===== src/sv/ishbm_pkg.sv =====
// Shared types and constants for the I/O size histogram / bandwidth meter.
// Used by the controller, datapath and divider; no dependencies.
package ishbm_pkg;

    localparam int SIZE_W    = 32;
    localparam int TIME_W    = 32;
    localparam int COUNT_W   = 32;
    localparam int RATE_W    = 48;
    localparam int WIN_W     = 16;
    localparam int ALPHA_W   = 9;
    localparam int CFG_W     = 16;
    localparam int SCALED_W  = 55;
    localparam int DIVIDEND_W = 66;
    localparam int PROD_W    = 57;
    localparam int DIV_CNT_W = 7;

    localparam logic [DIV_CNT_W-1:0] DIV_STEPS = 7'd66;

    localparam logic [RATE_W-1:0]  RATE_MAX  = '1;
    localparam logic [COUNT_W-1:0] COUNT_MAX = '1;

    localparam logic [WIN_W-1:0]   WINDOW_RESET = 16'd200;
    localparam logic [ALPHA_W-1:0] ALPHA_RESET  = 9'd77;
    localparam logic [ALPHA_W-1:0] ALPHA_ONE    = 9'd256;

    localparam logic CFG_WINDOW_MS = 1'b0;
    localparam logic CFG_ALPHA_Q8  = 1'b1;

    typedef enum logic [2:0] {
        S_IDLE,
        S_LOOKUP,
        S_HIST,
        S_SCALE,
        S_DIV,
        S_MUL,
        S_EWMA,
        S_DONE
    } state_t;

    typedef struct packed {
        logic capture;
        logic lookup;
        logic hist;
        logic div_start;
        logic mul;
        logic ewma;
        logic load_out;
    } cmd_t;

    typedef struct packed {
        logic sample_due;
        logic div_done;
    } status_t;

endpackage


===== src/sv/io_size_histogram_bandwidth_meter.sv =====
// Top level of the I/O size histogram and windowed bandwidth meter.
// Depends on ishbm_pkg, ishbm_ctrl, ishbm_dp (which holds ishbm_div).
//
//   channel | signals                                         | dir
//   --------+-------------------------------------------------+-----
//   in      | in_valid, in_stall, io_size, is_write, now_ms   | in
//   out     | out_valid, out_stall, event_count, bucket_*,    | out
//           | sample_taken, read_rate, write_rate             |
//   cfg     | cfg_write, cfg_index, cfg_data                  | in
//
// A request without a rate sample goes through the lookup, histogram and done states.
// A request that closes a window also goes through scale, the bit-serial 66-step
// divider for bytes*256000/elapsed, multiply and EWMA, before the done state.
// Reset is asynchronous; the histograms read as zero until written.
// A finished result waits in the output register while the next request enters.
module io_size_histogram_bandwidth_meter
    import ishbm_pkg::*;
#(
    parameter int NUM_BUCKETS = 16
)
(
    input  logic               clk,
    input  logic               rst_n,
    input  logic               cfg_write,
    input  logic               cfg_index,
    input  logic [CFG_W-1:0]   cfg_data,
    input  logic               in_valid,
    output logic               in_stall,
    input  logic [SIZE_W-1:0]  io_size,
    input  logic               is_write,
    input  logic [TIME_W-1:0]  now_ms,
    output logic               out_valid,
    input  logic               out_stall,
    output logic [COUNT_W-1:0] event_count,
    output logic               bucket_valid,
    output logic [3:0]         bucket_index,
    output logic [COUNT_W-1:0] bucket_count,
    output logic               sample_taken,
    output logic [RATE_W-1:0]  read_rate,
    output logic [RATE_W-1:0]  write_rate
);

    cmd_t    cmd;
    status_t status;

    ishbm_ctrl u_ctrl (
        .clk       (clk),
        .rst_n     (rst_n),
        .in_valid  (in_valid),
        .in_stall  (in_stall),
        .out_valid (out_valid),
        .out_stall (out_stall),
        .status    (status),
        .cmd       (cmd)
    );

    ishbm_dp #(
        .NUM_BUCKETS (NUM_BUCKETS)
    ) u_dp (
        .clk          (clk),
        .rst_n        (rst_n),
        .cfg_write    (cfg_write),
        .cfg_index    (cfg_index),
        .cfg_data     (cfg_data),
        .io_size      (io_size),
        .is_write     (is_write),
        .now_ms       (now_ms),
        .cmd          (cmd),
        .status       (status),
        .event_count  (event_count),
        .bucket_valid (bucket_valid),
        .bucket_index (bucket_index),
        .bucket_count (bucket_count),
        .sample_taken (sample_taken),
        .read_rate    (read_rate),
        .write_rate   (write_rate)
    );

endmodule


===== src/sv/ishbm_div.sv =====
// Restoring divider, one quotient bit per cycle, saturating to the rate width.
// Depends on ishbm_pkg.
module ishbm_div
    import ishbm_pkg::*;
(
    input  logic                  clk,
    input  logic                  rst_n,
    input  logic                  start,
    input  logic [DIVIDEND_W-1:0] dividend,
    input  logic [TIME_W-1:0]     divisor,
    output logic                  done,
    output logic [RATE_W-1:0]     quotient
);

    logic                  busy_reg, busy_next;
    logic                  done_reg, done_next;
    logic [DIV_CNT_W-1:0]  cnt_reg, cnt_next;
    logic [DIVIDEND_W-1:0] num_reg, num_next;
    logic [TIME_W-1:0]     rem_reg, rem_next;
    logic [TIME_W-1:0]     den_reg, den_next;
    logic [RATE_W-1:0]     q_reg, q_next;
    logic                  sat_reg, sat_next;
    logic [TIME_W:0]       shifted;
    logic [TIME_W+1:0]     diff;
    logic                  qbit;

    always_comb
    begin
        shifted   = {rem_reg, num_reg[DIVIDEND_W-1]};
        diff      = {1'b0, shifted} - {2'b00, den_reg};
        qbit      = ~diff[TIME_W+1];
        busy_next = busy_reg;
        done_next = 1'b0;
        cnt_next  = cnt_reg;
        num_next  = num_reg;
        rem_next  = rem_reg;
        den_next  = den_reg;
        q_next    = q_reg;
        sat_next  = sat_reg;
        if (start)
        begin
            busy_next = 1'b1;
            cnt_next  = DIV_STEPS;
            num_next  = dividend;
            rem_next  = '0;
            den_next  = divisor;
            q_next    = '0;
            sat_next  = 1'b0;
        end
        else if (busy_reg)
        begin
            num_next = {num_reg[DIVIDEND_W-2:0], 1'b0};
            rem_next = qbit ? diff[TIME_W-1:0] : shifted[TIME_W-1:0];
            q_next   = {q_reg[RATE_W-2:0], qbit};
            sat_next = sat_reg | q_reg[RATE_W-1];
            cnt_next = cnt_reg - 1'b1;
            if (cnt_reg == 7'd1)
            begin
                busy_next = 1'b0;
                done_next = 1'b1;
            end
        end
    end

    always_ff @(posedge clk or negedge rst_n)
    begin
        if (!rst_n)
        begin
            busy_reg <= 1'b0;
            done_reg <= 1'b0;
            cnt_reg  <= '0;
        end
        else
        begin
            busy_reg <= busy_next;
            done_reg <= done_next;
            cnt_reg  <= cnt_next;
        end
    end

    always_ff @(posedge clk)
    begin
        num_reg <= num_next;
        rem_reg <= rem_next;
        den_reg <= den_next;
        q_reg   <= q_next;
        sat_reg <= sat_next;
    end

    assign done     = done_reg;
    assign quotient = sat_reg ? RATE_MAX : q_reg;

endmodule


===== src/sv/ishbm_dp.sv =====
// Datapath: config registers, histogram memory, window accounting, rate EWMA.
// Depends on ishbm_pkg and ishbm_div.
module ishbm_dp
    import ishbm_pkg::*;
#(
    parameter int NUM_BUCKETS = 16
)
(
    input  logic               clk,
    input  logic               rst_n,
    input  logic               cfg_write,
    input  logic               cfg_index,
    input  logic [CFG_W-1:0]   cfg_data,
    input  logic [SIZE_W-1:0]  io_size,
    input  logic               is_write,
    input  logic [TIME_W-1:0]  now_ms,
    input  cmd_t               cmd,
    output status_t            status,
    output logic [COUNT_W-1:0] event_count,
    output logic               bucket_valid,
    output logic [3:0]         bucket_index,
    output logic [COUNT_W-1:0] bucket_count,
    output logic               sample_taken,
    output logic [RATE_W-1:0]  read_rate,
    output logic [RATE_W-1:0]  write_rate
);

    localparam int BW     = $clog2(NUM_BUCKETS);
    localparam int LAST   = NUM_BUCKETS - 1;
    localparam int HDEPTH = 2 * (2 ** BW);

    function automatic logic [4:0] floor_log2(input logic [SIZE_W-1:0] v);
        logic [4:0] n;
        n = '0;
        for (int i = 1; i < SIZE_W; i++)
        begin
            if (v[i])
                n = 5'(i);
        end
        return n;
    endfunction

    logic [WIN_W-1:0]   window_ms_reg;
    logic [ALPHA_W-1:0] alpha_reg;
    logic [SIZE_W-1:0]  size_reg;
    logic               wr_reg;
    logic [TIME_W-1:0]  now_reg;
    logic               started_reg;
    logic [TIME_W-1:0]  start_ms_reg;
    logic [COUNT_W-1:0] event_reg;
    logic [RATE_W-1:0]  rwb_reg, wwb_reg;
    logic [RATE_W-1:0]  ravg_reg, wavg_reg;
    logic               due_reg;
    logic [TIME_W-1:0]  elapsed_reg;
    logic [PROD_W-1:0]  p1_reg, p2_reg;

    logic [COUNT_W-1:0] hist_mem [HDEPTH];
    logic [HDEPTH-1:0]  hist_valid_reg;
    logic [COUNT_W-1:0] hist_rd_reg;

    logic               bvalid_reg;
    logic [3:0]         bidx_reg;
    logic [COUNT_W-1:0] bcount_reg;

    logic [COUNT_W-1:0] out_event_reg;
    logic               out_bvalid_reg;
    logic [3:0]         out_bidx_reg;
    logic [COUNT_W-1:0] out_bcount_reg;
    logic               out_taken_reg;
    logic [RATE_W-1:0]  out_rrate_reg, out_wrate_reg;

    logic [4:0]         lg;
    logic [BW-1:0]      bucket;
    logic [BW+3:0]      bucket_ext;
    logic [BW:0]        haddr;
    logic               size_nz;
    logic [COUNT_W-1:0] hist_cur, hist_inc;
    logic [TIME_W-1:0]  elapsed;
    logic [WIN_W-1:0]   win;
    logic [RATE_W-1:0]  dir_bytes;
    logic [RATE_W:0]    bytes_sum;
    logic [RATE_W-1:0]  bytes_sat;
    logic [SCALED_W-1:0] scaled;
    logic [RATE_W-1:0]  sample;
    logic [ALPHA_W-1:0] alpha_eff;
    logic [ALPHA_W-1:0] alpha_inv;
    logic [RATE_W-1:0]  dir_avg;
    logic [PROD_W-1:0]  ewma_sum;
    logic               div_done;

    always_comb
    begin
        lg         = floor_log2(size_reg);
        bucket     = (int'(lg) > LAST) ? BW'(LAST) : BW'(lg);
        bucket_ext = {4'b0000, bucket};
        haddr      = {wr_reg, bucket};
        size_nz    = (size_reg != '0);
        hist_cur   = hist_valid_reg[haddr] ? hist_rd_reg : '0;
        hist_inc   = (hist_cur == COUNT_MAX) ? hist_cur : hist_cur + 1'b1;
        elapsed    = now_reg - start_ms_reg;
        win        = (window_ms_reg == '0) ? 16'd1 : window_ms_reg;
        dir_bytes  = wr_reg ? wwb_reg : rwb_reg;
        bytes_sum  = {1'b0, dir_bytes} + (RATE_W+1)'(size_reg);
        bytes_sat  = bytes_sum[RATE_W] ? RATE_MAX : bytes_sum[RATE_W-1:0];
        // bytes * 125, the remaining factor 2^11 of 256000 is a shift
        scaled     = {dir_bytes, 7'b0} - {6'b0, dir_bytes, 1'b0} - {7'b0, dir_bytes};
        alpha_eff  = (alpha_reg > ALPHA_ONE) ? ALPHA_ONE : alpha_reg;
        alpha_inv  = ALPHA_ONE - alpha_eff;
        dir_avg    = wr_reg ? wavg_reg : ravg_reg;
        ewma_sum   = p1_reg + p2_reg;
    end

    ishbm_div u_div (
        .clk      (clk),
        .rst_n    (rst_n),
        .start    (cmd.div_start),
        .dividend ({scaled, 11'b0}),
        .divisor  (elapsed_reg),
        .done     (div_done),
        .quotient (sample)
    );

    assign status = {due_reg, div_done};

    always_ff @(posedge clk or negedge rst_n)
    begin
        if (!rst_n)
        begin
            window_ms_reg  <= WINDOW_RESET;
            alpha_reg      <= ALPHA_RESET;
            started_reg    <= 1'b0;
            start_ms_reg   <= '0;
            event_reg      <= '0;
            rwb_reg        <= '0;
            wwb_reg        <= '0;
            ravg_reg       <= '0;
            wavg_reg       <= '0;
            due_reg        <= 1'b0;
            hist_valid_reg <= '0;
        end
        else
        begin
            if (cfg_write)
            begin
                case (cfg_index)
                    CFG_WINDOW_MS: window_ms_reg <= cfg_data;
                    CFG_ALPHA_Q8:  alpha_reg <= cfg_data[ALPHA_W-1:0];
                    default:       window_ms_reg <= window_ms_reg;
                endcase
            end
            if (cmd.lookup)
            begin
                if (event_reg != COUNT_MAX)
                    event_reg <= event_reg + 1'b1;
                if (!started_reg)
                begin
                    started_reg  <= 1'b1;
                    start_ms_reg <= now_reg;
                    due_reg      <= 1'b0;
                end
                else
                begin
                    if (wr_reg)
                        wwb_reg <= bytes_sat;
                    else
                        rwb_reg <= bytes_sat;
                    due_reg <= (elapsed >= TIME_W'(win));
                end
            end
            if (cmd.hist && size_nz)
                hist_valid_reg[haddr] <= 1'b1;
            if (cmd.ewma)
            begin
                if (wr_reg)
                begin
                    wavg_reg <= ewma_sum[RATE_W+7:8];
                    wwb_reg  <= '0;
                end
                else
                begin
                    ravg_reg <= ewma_sum[RATE_W+7:8];
                    rwb_reg  <= '0;
                end
                start_ms_reg <= now_reg;
            end
        end
    end

    always_ff @(posedge clk)
    begin
        if (cmd.capture)
        begin
            size_reg <= io_size;
            wr_reg   <= is_write;
            now_reg  <= now_ms;
        end
        if (cmd.lookup)
        begin
            hist_rd_reg <= hist_mem[haddr];
            elapsed_reg <= elapsed;
        end
        if (cmd.hist)
        begin
            if (size_nz)
                hist_mem[haddr] <= hist_inc;
            bvalid_reg <= size_nz;
            bidx_reg   <= size_nz ? bucket_ext[3:0] : 4'd0;
            bcount_reg <= size_nz ? hist_inc : '0;
        end
        if (cmd.mul)
        begin
            p1_reg <= PROD_W'(alpha_eff) * PROD_W'(sample);
            p2_reg <= PROD_W'(alpha_inv) * PROD_W'(dir_avg);
        end
        if (cmd.load_out)
        begin
            out_event_reg  <= event_reg;
            out_bvalid_reg <= bvalid_reg;
            out_bidx_reg   <= bidx_reg;
            out_bcount_reg <= bcount_reg;
            out_taken_reg  <= due_reg;
            out_rrate_reg  <= ravg_reg;
            out_wrate_reg  <= wavg_reg;
        end
    end

    assign event_count  = out_event_reg;
    assign bucket_valid = out_bvalid_reg;
    assign bucket_index = out_bidx_reg;
    assign bucket_count = out_bcount_reg;
    assign sample_taken = out_taken_reg;
    assign read_rate    = out_rrate_reg;
    assign write_rate   = out_wrate_reg;

endmodule


===== src/sv/ishbm_ctrl.sv =====
// Controller state machine: sequences one request through the datapath.
// Depends on ishbm_pkg.
module ishbm_ctrl
    import ishbm_pkg::*;
(
    input  logic    clk,
    input  logic    rst_n,
    input  logic    in_valid,
    output logic    in_stall,
    output logic    out_valid,
    input  logic    out_stall,
    input  status_t status,
    output cmd_t    cmd
);

    state_t state_reg, state_next;
    logic   out_valid_reg, out_valid_next;

    always_ff @(posedge clk or negedge rst_n)
    begin
        if (!rst_n)
        begin
            state_reg     <= S_IDLE;
            out_valid_reg <= 1'b0;
        end
        else
        begin
            state_reg     <= state_next;
            out_valid_reg <= out_valid_next;
        end
    end

    always_comb
    begin
        state_next = state_reg;
        cmd        = '0;
        in_stall   = 1'b1;
        case (state_reg)
            S_IDLE:
            begin
                in_stall = 1'b0;
                if (in_valid)
                begin
                    cmd.capture = 1'b1;
                    state_next  = S_LOOKUP;
                end
            end
            S_LOOKUP:
            begin
                cmd.lookup = 1'b1;
                state_next = S_HIST;
            end
            S_HIST:
            begin
                cmd.hist   = 1'b1;
                state_next = status.sample_due ? S_SCALE : S_DONE;
            end
            S_SCALE:
            begin
                cmd.div_start = 1'b1;
                state_next    = S_DIV;
            end
            S_DIV:
            begin
                if (status.div_done)
                    state_next = S_MUL;
            end
            S_MUL:
            begin
                cmd.mul    = 1'b1;
                state_next = S_EWMA;
            end
            S_EWMA:
            begin
                cmd.ewma   = 1'b1;
                state_next = S_DONE;
            end
            S_DONE:
            begin
                if (!out_valid_reg || !out_stall)
                begin
                    cmd.load_out = 1'b1;
                    state_next   = S_IDLE;
                end
            end
            default:
            begin
                state_next = S_IDLE;
            end
        endcase

        if (cmd.load_out)
            out_valid_next = 1'b1;
        else if (!out_stall)
            out_valid_next = 1'b0;
        else
            out_valid_next = out_valid_reg;
    end

    assign out_valid = out_valid_reg;

endmodule

===== config.mk =====
export PLATFORM = sky130hd
export DESIGN_NAME = io_size_histogram_bandwidth_meter
export DESIGN_NICKNAME = d
export VERILOG_FILES = /design/src/sv/ishbm_pkg.sv /design/src/sv/io_size_histogram_bandwidth_meter.sv /design/src/sv/ishbm_div.sv /design/src/sv/ishbm_dp.sv /design/src/sv/ishbm_ctrl.sv
export SDC_FILE = /design/constraint.sdc
export NUM_CORES = 2
export LEC_CHECK = 0
export CAP_MARGIN = 20
export CORE_MARGIN = 2
export CORE_UTILIZATION = 61
export CTS_BUF_LIST = sky130_fd_sc_hd__clkbuf_16
export CTS_CLUSTER_SIZE = 30
export DETAILED_ROUTE_END_ITERATION = 12
export DONT_BUFFER_PORTS = 1
export PLACE_DENSITY = 0.83
export SLEW_MARGIN = 30
export SYNTH_ARGS = -nofsm -noshare
export SYNTH_HDL_FRONTEND = slang
export SYNTH_SLANG_ARGS = --single-unit

===== constraint.sdc =====
create_clock -name clk -period 12.4 [get_ports clk]
set_input_delay 2.48 -clock clk [delete_from_list [all_inputs] [get_ports clk]]
set_output_delay 2.48 -clock clk [all_outputs]
set_load 0.01 [all_outputs]

# Word-level counts from Yosys, hierarchy flattened
# Memories as Yosys holds them, arrays and structs flattened. A register that Yosys moved wholly into a read port is not among the register bits.
# Index checks and enable logic that the tools add are counted.
[word_totals] register_bits=908 ram_bits=1024 inputBits=87 out_inout_bits=168 word_cells=181 mem_count=1
[memory_table] memory="u_dp.hist_mem" depth=32 width=32 read_ports=1 rd_clocked_by_memory_dff=1 wr=1 line="ishbm_dp.sv:57" rtl="logic [COUNT_W-1:0] hist_mem [HDEPTH];"
[op_classes] add_sub_neg=10 mul=2 magnitude_cmp=5 eq_ne=15 n_mux=89 bitwise=5 n_reduce_logical=17
[ops] operator="two-way mux 48 bit" n=14
[ops] operator="two-way mux 32 bit" n=6
[ops] operator="two-way mux 5 bit" n=30
[ops] operator="two-way mux 66 bit" n=2
[ops] operator="multiplier 9 x 48 -> 56 bit" n=2
[ops] operator="adder 32 x 1 -> 32 bit, second input constant" n=2
[ops] operator="adder 56 bit" n=1
[ops] operator="subtractor 55 x 48 -> 55 bit" n=1
[ops] operator="subtractor 55 x 49 -> 55 bit" n=1
[ops] operator="adder 48 x 32 -> 49 bit" n=1
[ops] operator="subtractor 33 x 32 -> 34 bit" n=1
[ops] operator="equality test 32 bit, second input constant" n=1
[ops] operator="greater-or-equal comparator 32 x 16 -> 1 bit" n=1
[ops] operator="!= test 32 bit, second input constant" n=1
[ops] operator="OR 32 bit" n=1
[ops] operator="nonzero test 32 bit" n=1
[ops] operator="subtractor 32 bit" n=1
[ops] operator="two-way mux 1 bit" n=25
[ops] operator="case mux 3 bit (8 select lines)" n=1
[ops] operator="zero test 16 bit" n=1
[ops] operator="two-way mux 16 bit" n=1
[ops] operator="two-way mux 7 bit" n=2
[ops] operator="equality test 3 bit, second input constant" n=4
[ops] operator="two-way mux 3 bit" n=4
[ops] operator="other kinds (24)" n=38

# Logic depth before layout (Yosys ltp)
[logic_depth] word_depth=38 mapped_depth=29 depth_no_buf=26

# Hierarchy
# Synthesis repeated with hierarchy kept, for this count alone.
[unflattened] cells_unflattened=9793 hier_area_um2=113361.2
[by_module_without_submodules] mod="ishbm_dp" n_inst=1 cells_each=8898 area_per_inst_um2=103578.1 seq_area_each_um2=51973.6
[by_module_without_submodules] mod="ishbm_div" n_inst=1 cells_each=866 area_per_inst_um2=9542.9 seq_area_each_um2=4789.6
[by_module_without_submodules] mod="ishbm_ctrl" n_inst=1 cells_each=29 area_per_inst_um2=240.2 seq_area_each_um2=100.1

# Worst setup path before layout
# OpenSTA, ideal clock, no wires.
[synth_timing] path_kind="in2reg" from="input out_stall" to="register u_dp.out_bcount_reg[0] (netlist: u_dp.bucket_count[0]), enable pin" setup_ps=747 t_arrival_ps=10474 required_time_ps=11653 slack_ps=1179 stages=1 n_path_buf=0 cell_sequence="a21oi_1"
[synth_via] elab_chain_cells=4
[synth_lines] element="from (decl)" line="io_size_histogram_bandwidth_meter.sv:33" rtl="input logic out_stall,"
[synth_lines] element="zero test 1 bit" line="ishbm_ctrl.sv:80" rtl="if (!out_valid_reg || !out_stall)"
[synth_lines] element="logical OR 1 bit" line="ishbm_ctrl.sv:80"
[synth_lines] element="two-way mux 1 bit" line="ishbm_ctrl.sv:80"
[synth_lines] element="two-way mux 1 bit" line="ishbm_ctrl.sv:38" rtl="case (state_reg)"
[synth_lines] element="to (signal assigned)" line="ishbm_dp.sv:220" rtl="out_bcount_reg <= bcount_reg;"
[synth_lines] element="to (decl)" line="ishbm_dp.sv:68" rtl="logic [COUNT_W-1:0] out_bcount_reg;"
# Every way passes these cells.
# A chain may end at the register's enable or synchronous reset.

# Final worst setup path
[layout_timing] from="register u_dp.alpha_reg[8]" to="register u_dp.p2_reg[51], data pin"
[layout_via] elab_chain_cells=4
[layout_lines] element="from (decl)" line="ishbm_dp.sv:44" rtl="logic [ALPHA_W-1:0] alpha_reg;"
[layout_lines] element="from (signal assigned)" line="ishbm_dp.sv:147" rtl="CFG_ALPHA_Q8: alpha_reg <= cfg_data[ALPHA_W-1:0];"
[layout_lines] element="> comparator 9 bit" line="ishbm_dp.sv:107" rtl="alpha_eff = (alpha_reg > ALPHA_ONE) ? ALPHA_ONE : alpha_reg;"
[layout_lines] element="two-way mux 9 bit (*)" line="ishbm_dp.sv:107"
[layout_lines] element="subtractor 9 bit (*)" line="ishbm_dp.sv:108" rtl="alpha_inv = ALPHA_ONE - alpha_eff;"
[layout_lines] element="multiplier 9 x 48 -> 56 bit (*)" line="ishbm_dp.sv:213" rtl="p2_reg <= PROD_W'(alpha_inv) * PROD_W'(dir_avg);"
[layout_lines] element="to (signal assigned)" line="ishbm_dp.sv:213"
[layout_lines] element="to (decl)" line="ishbm_dp.sv:55" rtl="logic [PROD_W-1:0] p1_reg, p2_reg;"
# Mark *: on every way between the ends. The rest lies on a longest branch, timed or not.

==> impl_results.html <==
<table>
<tr><th>Metric</th><th>Value</th></tr>
<tr><th colspan="2">Logic synthesis</th></tr>
<tr><td>Synth Warn #</td><td>0</td></tr>
<tr><td>Area leader, netlist</td><td>edfxtp_1</td></tr>
<tr><td>Library cells used by synthesis</td><td>103</td></tr>
<tr><td>Post-synth top cells</td><td>1555 x edfxtp_1, 1494 x nand2_1, 810 x inv_1, 744 x nor2_1, 688 x fa_1</td></tr>
<tr><td>Net count of the mapped netlist</td><td>10900</td></tr>
<tr><td>Dominant cell by count in the synthesized netlist</td><td>edfxtp_1</td></tr>
<tr><td>Simple-gate share of the synthesized area</td><td>11.29%</td></tr>
<tr><td>Post-synthesis area per instance</td><td>11.35 um2</td></tr>
<tr><td>Compound-Gate Fraction of Synth Area</td><td>11.18%</td></tr>
<tr><td>Portion of synthesized cell area occupied by the leading cell type</td><td>42.26%</td></tr>
<tr><td>Synth async-reset ratio</td><td>16.70%</td></tr>
<tr><td>EDFF count, synth</td><td>1555</td></tr>
<tr><td>Adder-Cell Fraction of Synth Area</td><td>16.95%</td></tr>
<tr><td>Combinational family with the most area after synthesis</td><td>adder cells</td></tr>
<tr><td>Post-synthesis mux area share</td><td>2.318%</td></tr>
<tr><td>Synthesized area</td><td>110500 um2</td></tr>
<tr><td>Sequential share of the synthesized area</td><td>51.16%</td></tr>
<tr><td>Post-synth top flop</td><td>edfxtp_1</td></tr>
<tr><td>Area contributors post-synth</td><td>edfxtp_1 42%, fa_1 12%, dfrtp_1 7.3%</td></tr>
<tr><td>Synth Instances</td><td>9732</td></tr>
<tr><td>Synthesis-stage register bit count</td><td>1964</td></tr>
<tr><td>Parity-gate share of the synthesized area counting xor and xnor cells</td><td>2.751%</td></tr>
<tr><th colspan="2">Critical path</th></tr>
<tr><td>Worst R2R Setup Slack</td><td>3140 ps</td></tr>
<tr><td>Type of the setup path with the least slack</td><td>reg2reg</td></tr>
<tr><td>Delay of the slowest cell on the worst path</td><td>650 ps</td></tr>
<tr><td>Largest fanout of any net on the critical path</td><td>65</td></tr>
<tr><td>Startpoint of the worst setup timing path</td><td>u_dp.alpha_reg[8]</td></tr>
<tr><td>Most common cell type on the critical path</td><td>fa_1</td></tr>
<tr><td>Worst path top cell family by delay</td><td>adder cells</td></tr>
<tr><td>Critical path required time</td><td>12990 ps</td></tr>
<tr><td>Worst Reg2Reg Path Length in Cells</td><td>27</td></tr>
<tr><td>Cell with the largest stage delay on the worst path</td><td>buf_4</td></tr>
<tr><td>Stages on the worst setup path</td><td>27</td></tr>
<tr><td>FF-to-FF End</td><td>u_dp.p2_reg[51]</td></tr>
<tr><td>Combined buffer and inverter count along the critical path</td><td>5</td></tr>
<tr><td>Launch point of the worst reg-to-reg path</td><td>u_dp.alpha_reg[8]</td></tr>
<tr><td>Arrival @ worst endpoint</td><td>9850 ps</td></tr>
<tr><td>CP Launch Type</td><td>flop</td></tr>
<tr><td>Endpoint kind of the worst setup timing path</td><td>flop</td></tr>
<tr><th colspan="2">Timing</th></tr>
<tr><td>Final critical path time including I/O delays and setup</td><td>9260 ps</td></tr>
<tr><td>Final sum of negative setup slack</td><td>0 ps</td></tr>
<tr><td>Headroom to the max-slew limit</td><td>3.779%</td></tr>
<tr><td>Fin. max-slew vios</td><td>0</td></tr>
<tr><td>Hold slack final</td><td>379.4 ps</td></tr>
<tr><td>Number of failing hold endpoints at the final stage</td><td>0</td></tr>
<tr><td>Worst slew pin tran</td><td>1443 ps</td></tr>
<tr><td>Unrepaired setup endpoints after global routing</td><td>false</td></tr>
<tr><td>Period utilization</td><td>74.68%</td></tr>
<tr><td>Maximum clock skew at final layout</td><td>83.69 ps</td></tr>
<tr><td>Fmax</td><td>0.1080 GHz</td></tr>
<tr><td>Setup violators final</td><td>0</td></tr>
<tr><td>Final worst setup slack</td><td>3140 ps</td></tr>
<tr><th colspan="2">Global routing</th></tr>
<tr><td>Gr usage total</td><td>33.16%</td></tr>
<tr><td>Antenna violations before repair</td><td>22</td></tr>
<tr><td>First-pass GRT wire length</td><td>467.2 mm</td></tr>
<tr><td>Total congestion overflow after global routing</td><td>0</td></tr>
<tr><td>Maximum number of pins on one net before global-route repair</td><td>329</td></tr>
<tr><td>Via count of the first global-routing pass</td><td>78220</td></tr>
<tr><th colspan="2">Detailed routing</th></tr>
<tr><td>DRC violation count after routing</td><td>0</td></tr>
<tr><td>Initial DRT Pass Iterations</td><td>9</td></tr>
<tr><td>Remaining antenna violation count</td><td>0</td></tr>
<tr><td>Wire per inst</td><td>25.41 um</td></tr>
<tr><td>Number of vias in the routed layout</td><td>79000</td></tr>
<tr><td>Via/cell ratio</td><td>6.500</td></tr>
<tr><td>Initial DRC Count</td><td>10440</td></tr>
<tr><td>Routed wire length</td><td>308.9 mm</td></tr>
<tr><th colspan="2">Placement</th></tr>
<tr><td>Placer's final routability congestion estimate</td><td>0.9632</td></tr>
<tr><td>DP Wirelength</td><td>201.0 mm</td></tr>
<tr><td>Input/output buffers</td><td>0</td></tr>
<tr><td>Cell count after placement</td><td>11770</td></tr>
<tr><td>Post-placement worst setup slack</td><td>3427 ps</td></tr>
<tr><td>Cell area reported after detailed placement</td><td>113300 um2</td></tr>
<tr><th colspan="2">Clock network</th></tr>
<tr><td>Root buf cell</td><td>clkbuf_16</td></tr>
<tr><td>Skew-Pair Late Insertion Delay</td><td>910 ps</td></tr>
<tr><td>Clock tree from TritonCTS</td><td>built</td></tr>
<tr><td>Clk sinks</td><td>1964</td></tr>
<tr><td>Clock transition at the register clock pins on the worst setup and hold paths after CTS</td><td>60 ps</td></tr>
<tr><td>Number of buffers inserted during clock tree synthesis</td><td>193</td></tr>
<tr><td>Count of hold-fix buffers inserted at cts</td><td>0</td></tr>
<tr><td>Maximum number of buffers from clock root to sink</td><td>3</td></tr>
<tr><td>Post-cts gate resize count</td><td>0</td></tr>
<tr><td>Post-CTS setup buffers</td><td>0</td></tr>
<tr><td>Number of levels in the clock H-tree</td><td>4</td></tr>
<tr><th colspan="2">Die</th></tr>
<tr><td>Horiz. Die Dim</td><td>429.6 um</td></tr>
<tr><td>Area of the die</td><td>184600 um2</td></tr>
<tr><td>Overall die height</td><td>429.6 um</td></tr>
<tr><td>Placeable core region</td><td>180400 um2</td></tr>
<tr><td>Cell Rows</td><td>156</td></tr>
<tr><td>Initial Util</td><td>61.27%</td></tr>
<tr><td>Num ports</td><td>255</td></tr>
<tr><th colspan="2">Final layout</th></tr>
<tr><td>Fill cell count</td><td>12640</td></tr>
<tr><td>Final-stage net count</td><td>10770</td></tr>
<tr><td>Area occupied by registers</td><td>56540 um2</td></tr>
<tr><td>Post-route cell area</td><td>119900 um2</td></tr>
<tr><td>Cell Count, Final, Fillers Out</td><td>12150</td></tr>
<tr><td>Layout overhead on the synthesized area</td><td>8.468%</td></tr>
<tr><td>Number of flip-flops in the largest register</td><td>1024</td></tr>
<tr><td>Fraction of layout cells with a size suffix above 1</td><td>7.636%</td></tr>
<tr><td>Area of the multi-input gates</td><td>49760 um2</td></tr>
<tr><td>Core Util, Final</td><td>66.45%</td></tr>
<tr><th colspan="2">Power and ir drop</th></tr>
<tr><td>Power density over the cells</td><td>324.6 nW/um2</td></tr>
<tr><td>Leakage</td><td>48.67 nW</td></tr>
<tr><td>IR drop worst, VDD</td><td>0.0004928 V</td></tr>
<tr><td>Tot Pwr</td><td>38.90 mW</td></tr>
<tr><th colspan="2">Flow run</th></tr>
<tr><td>Max-cap violation count</td><td>0</td></tr>
<tr><th colspan="2">Worst hold path</th></tr>
<tr><td>Worst hold path type</td><td>reg2reg</td></tr>
<tr><td>Hold-critical path endpoint</td><td>u_dp.u_div.den_reg[13]</td></tr>
<tr><td>WHS Path Cells</td><td>0</td></tr>
<tr><td>Startpoint of the lowest-slack hold path</td><td>u_dp.elapsed_reg[13]</td></tr>
<tr><th colspan="2">Status</th></tr>
<tr><td>Outcome</td><td>finished clean</td></tr>
</table>
## cells by family after synthesis
logic type | Yosys count
AND/OR/NAND/NOR | 2899
flip-flops | 1964
AO/OA/AOI/OAI | 1927
buffers and inverters | 1267
adder cells (fa/ha/maj) | 1084
XOR/XNOR | 347
multiplexers | 244
## worst max path at each step
stage / end / slack (ps)
floorplan: u_dp.bucket_count[0] / 1180
global placement: u_dp.p2_reg[51] / 3550
detailed placement: u_dp.p2_reg[55] / 3430
CTS: u_dp.p2_reg[51] / 3270
global route: u_dp.p2_reg[51] / 2760
finish: u_dp.p2_reg[51] / 3140
## power by group
part	switching (mW)	internal (mW)
combinational	13.9	8.88
clock	2.67	3.20
sequential	0.881	9.40
total	17.4	21.5
## cell type report
type / count / area share [%]
sequential: 1964 / 47.17
multi-input combinational: 6501 / 41.52
clock buffer: 194 / 4.051
inverter: 811 / 2.548
tap: 2370 / 2.474
clock inverter: 168 / 1.269
timing repair buffer: 131 / 0.9354
antenna: 15 / 0.03132
## placed cells by master, fill, tap and decap left out, types with 43 or more instances in the layout
cell type	count
a21o_1	150
a21oi_1	567
a221oi_1	226
a31oi_1	67
buf_4	117
clkbuf_16	194
dfrtp_1	319
dfxtp_1	80
edfxtp_1	1555
fa_1	688
ha_1	396
inv_1	841
mux2_2	94
mux2i_1	149
nand2_1	1491
nand2b_1	58
nand3_1	117
nand4_1	50
nor2_1	700
nor2_4	43
nor2b_1	53
nor3_1	65
o21a_1	61
o21ai_0	410
o22ai_1	122
or2_2	98
xnor2_1	229
xor2_1	112
## layer usage
layer	vias up	GRT usage [%]	routed length, um
li1	33750	-	-
met1	38510	42.70	110700
met2	5509	51.42	140800
met3	1187	8.024	36500
met4	34	19.67	20680
met5	-	0.1041	222
Note: power is estimated with default switching activity, not from simulation.
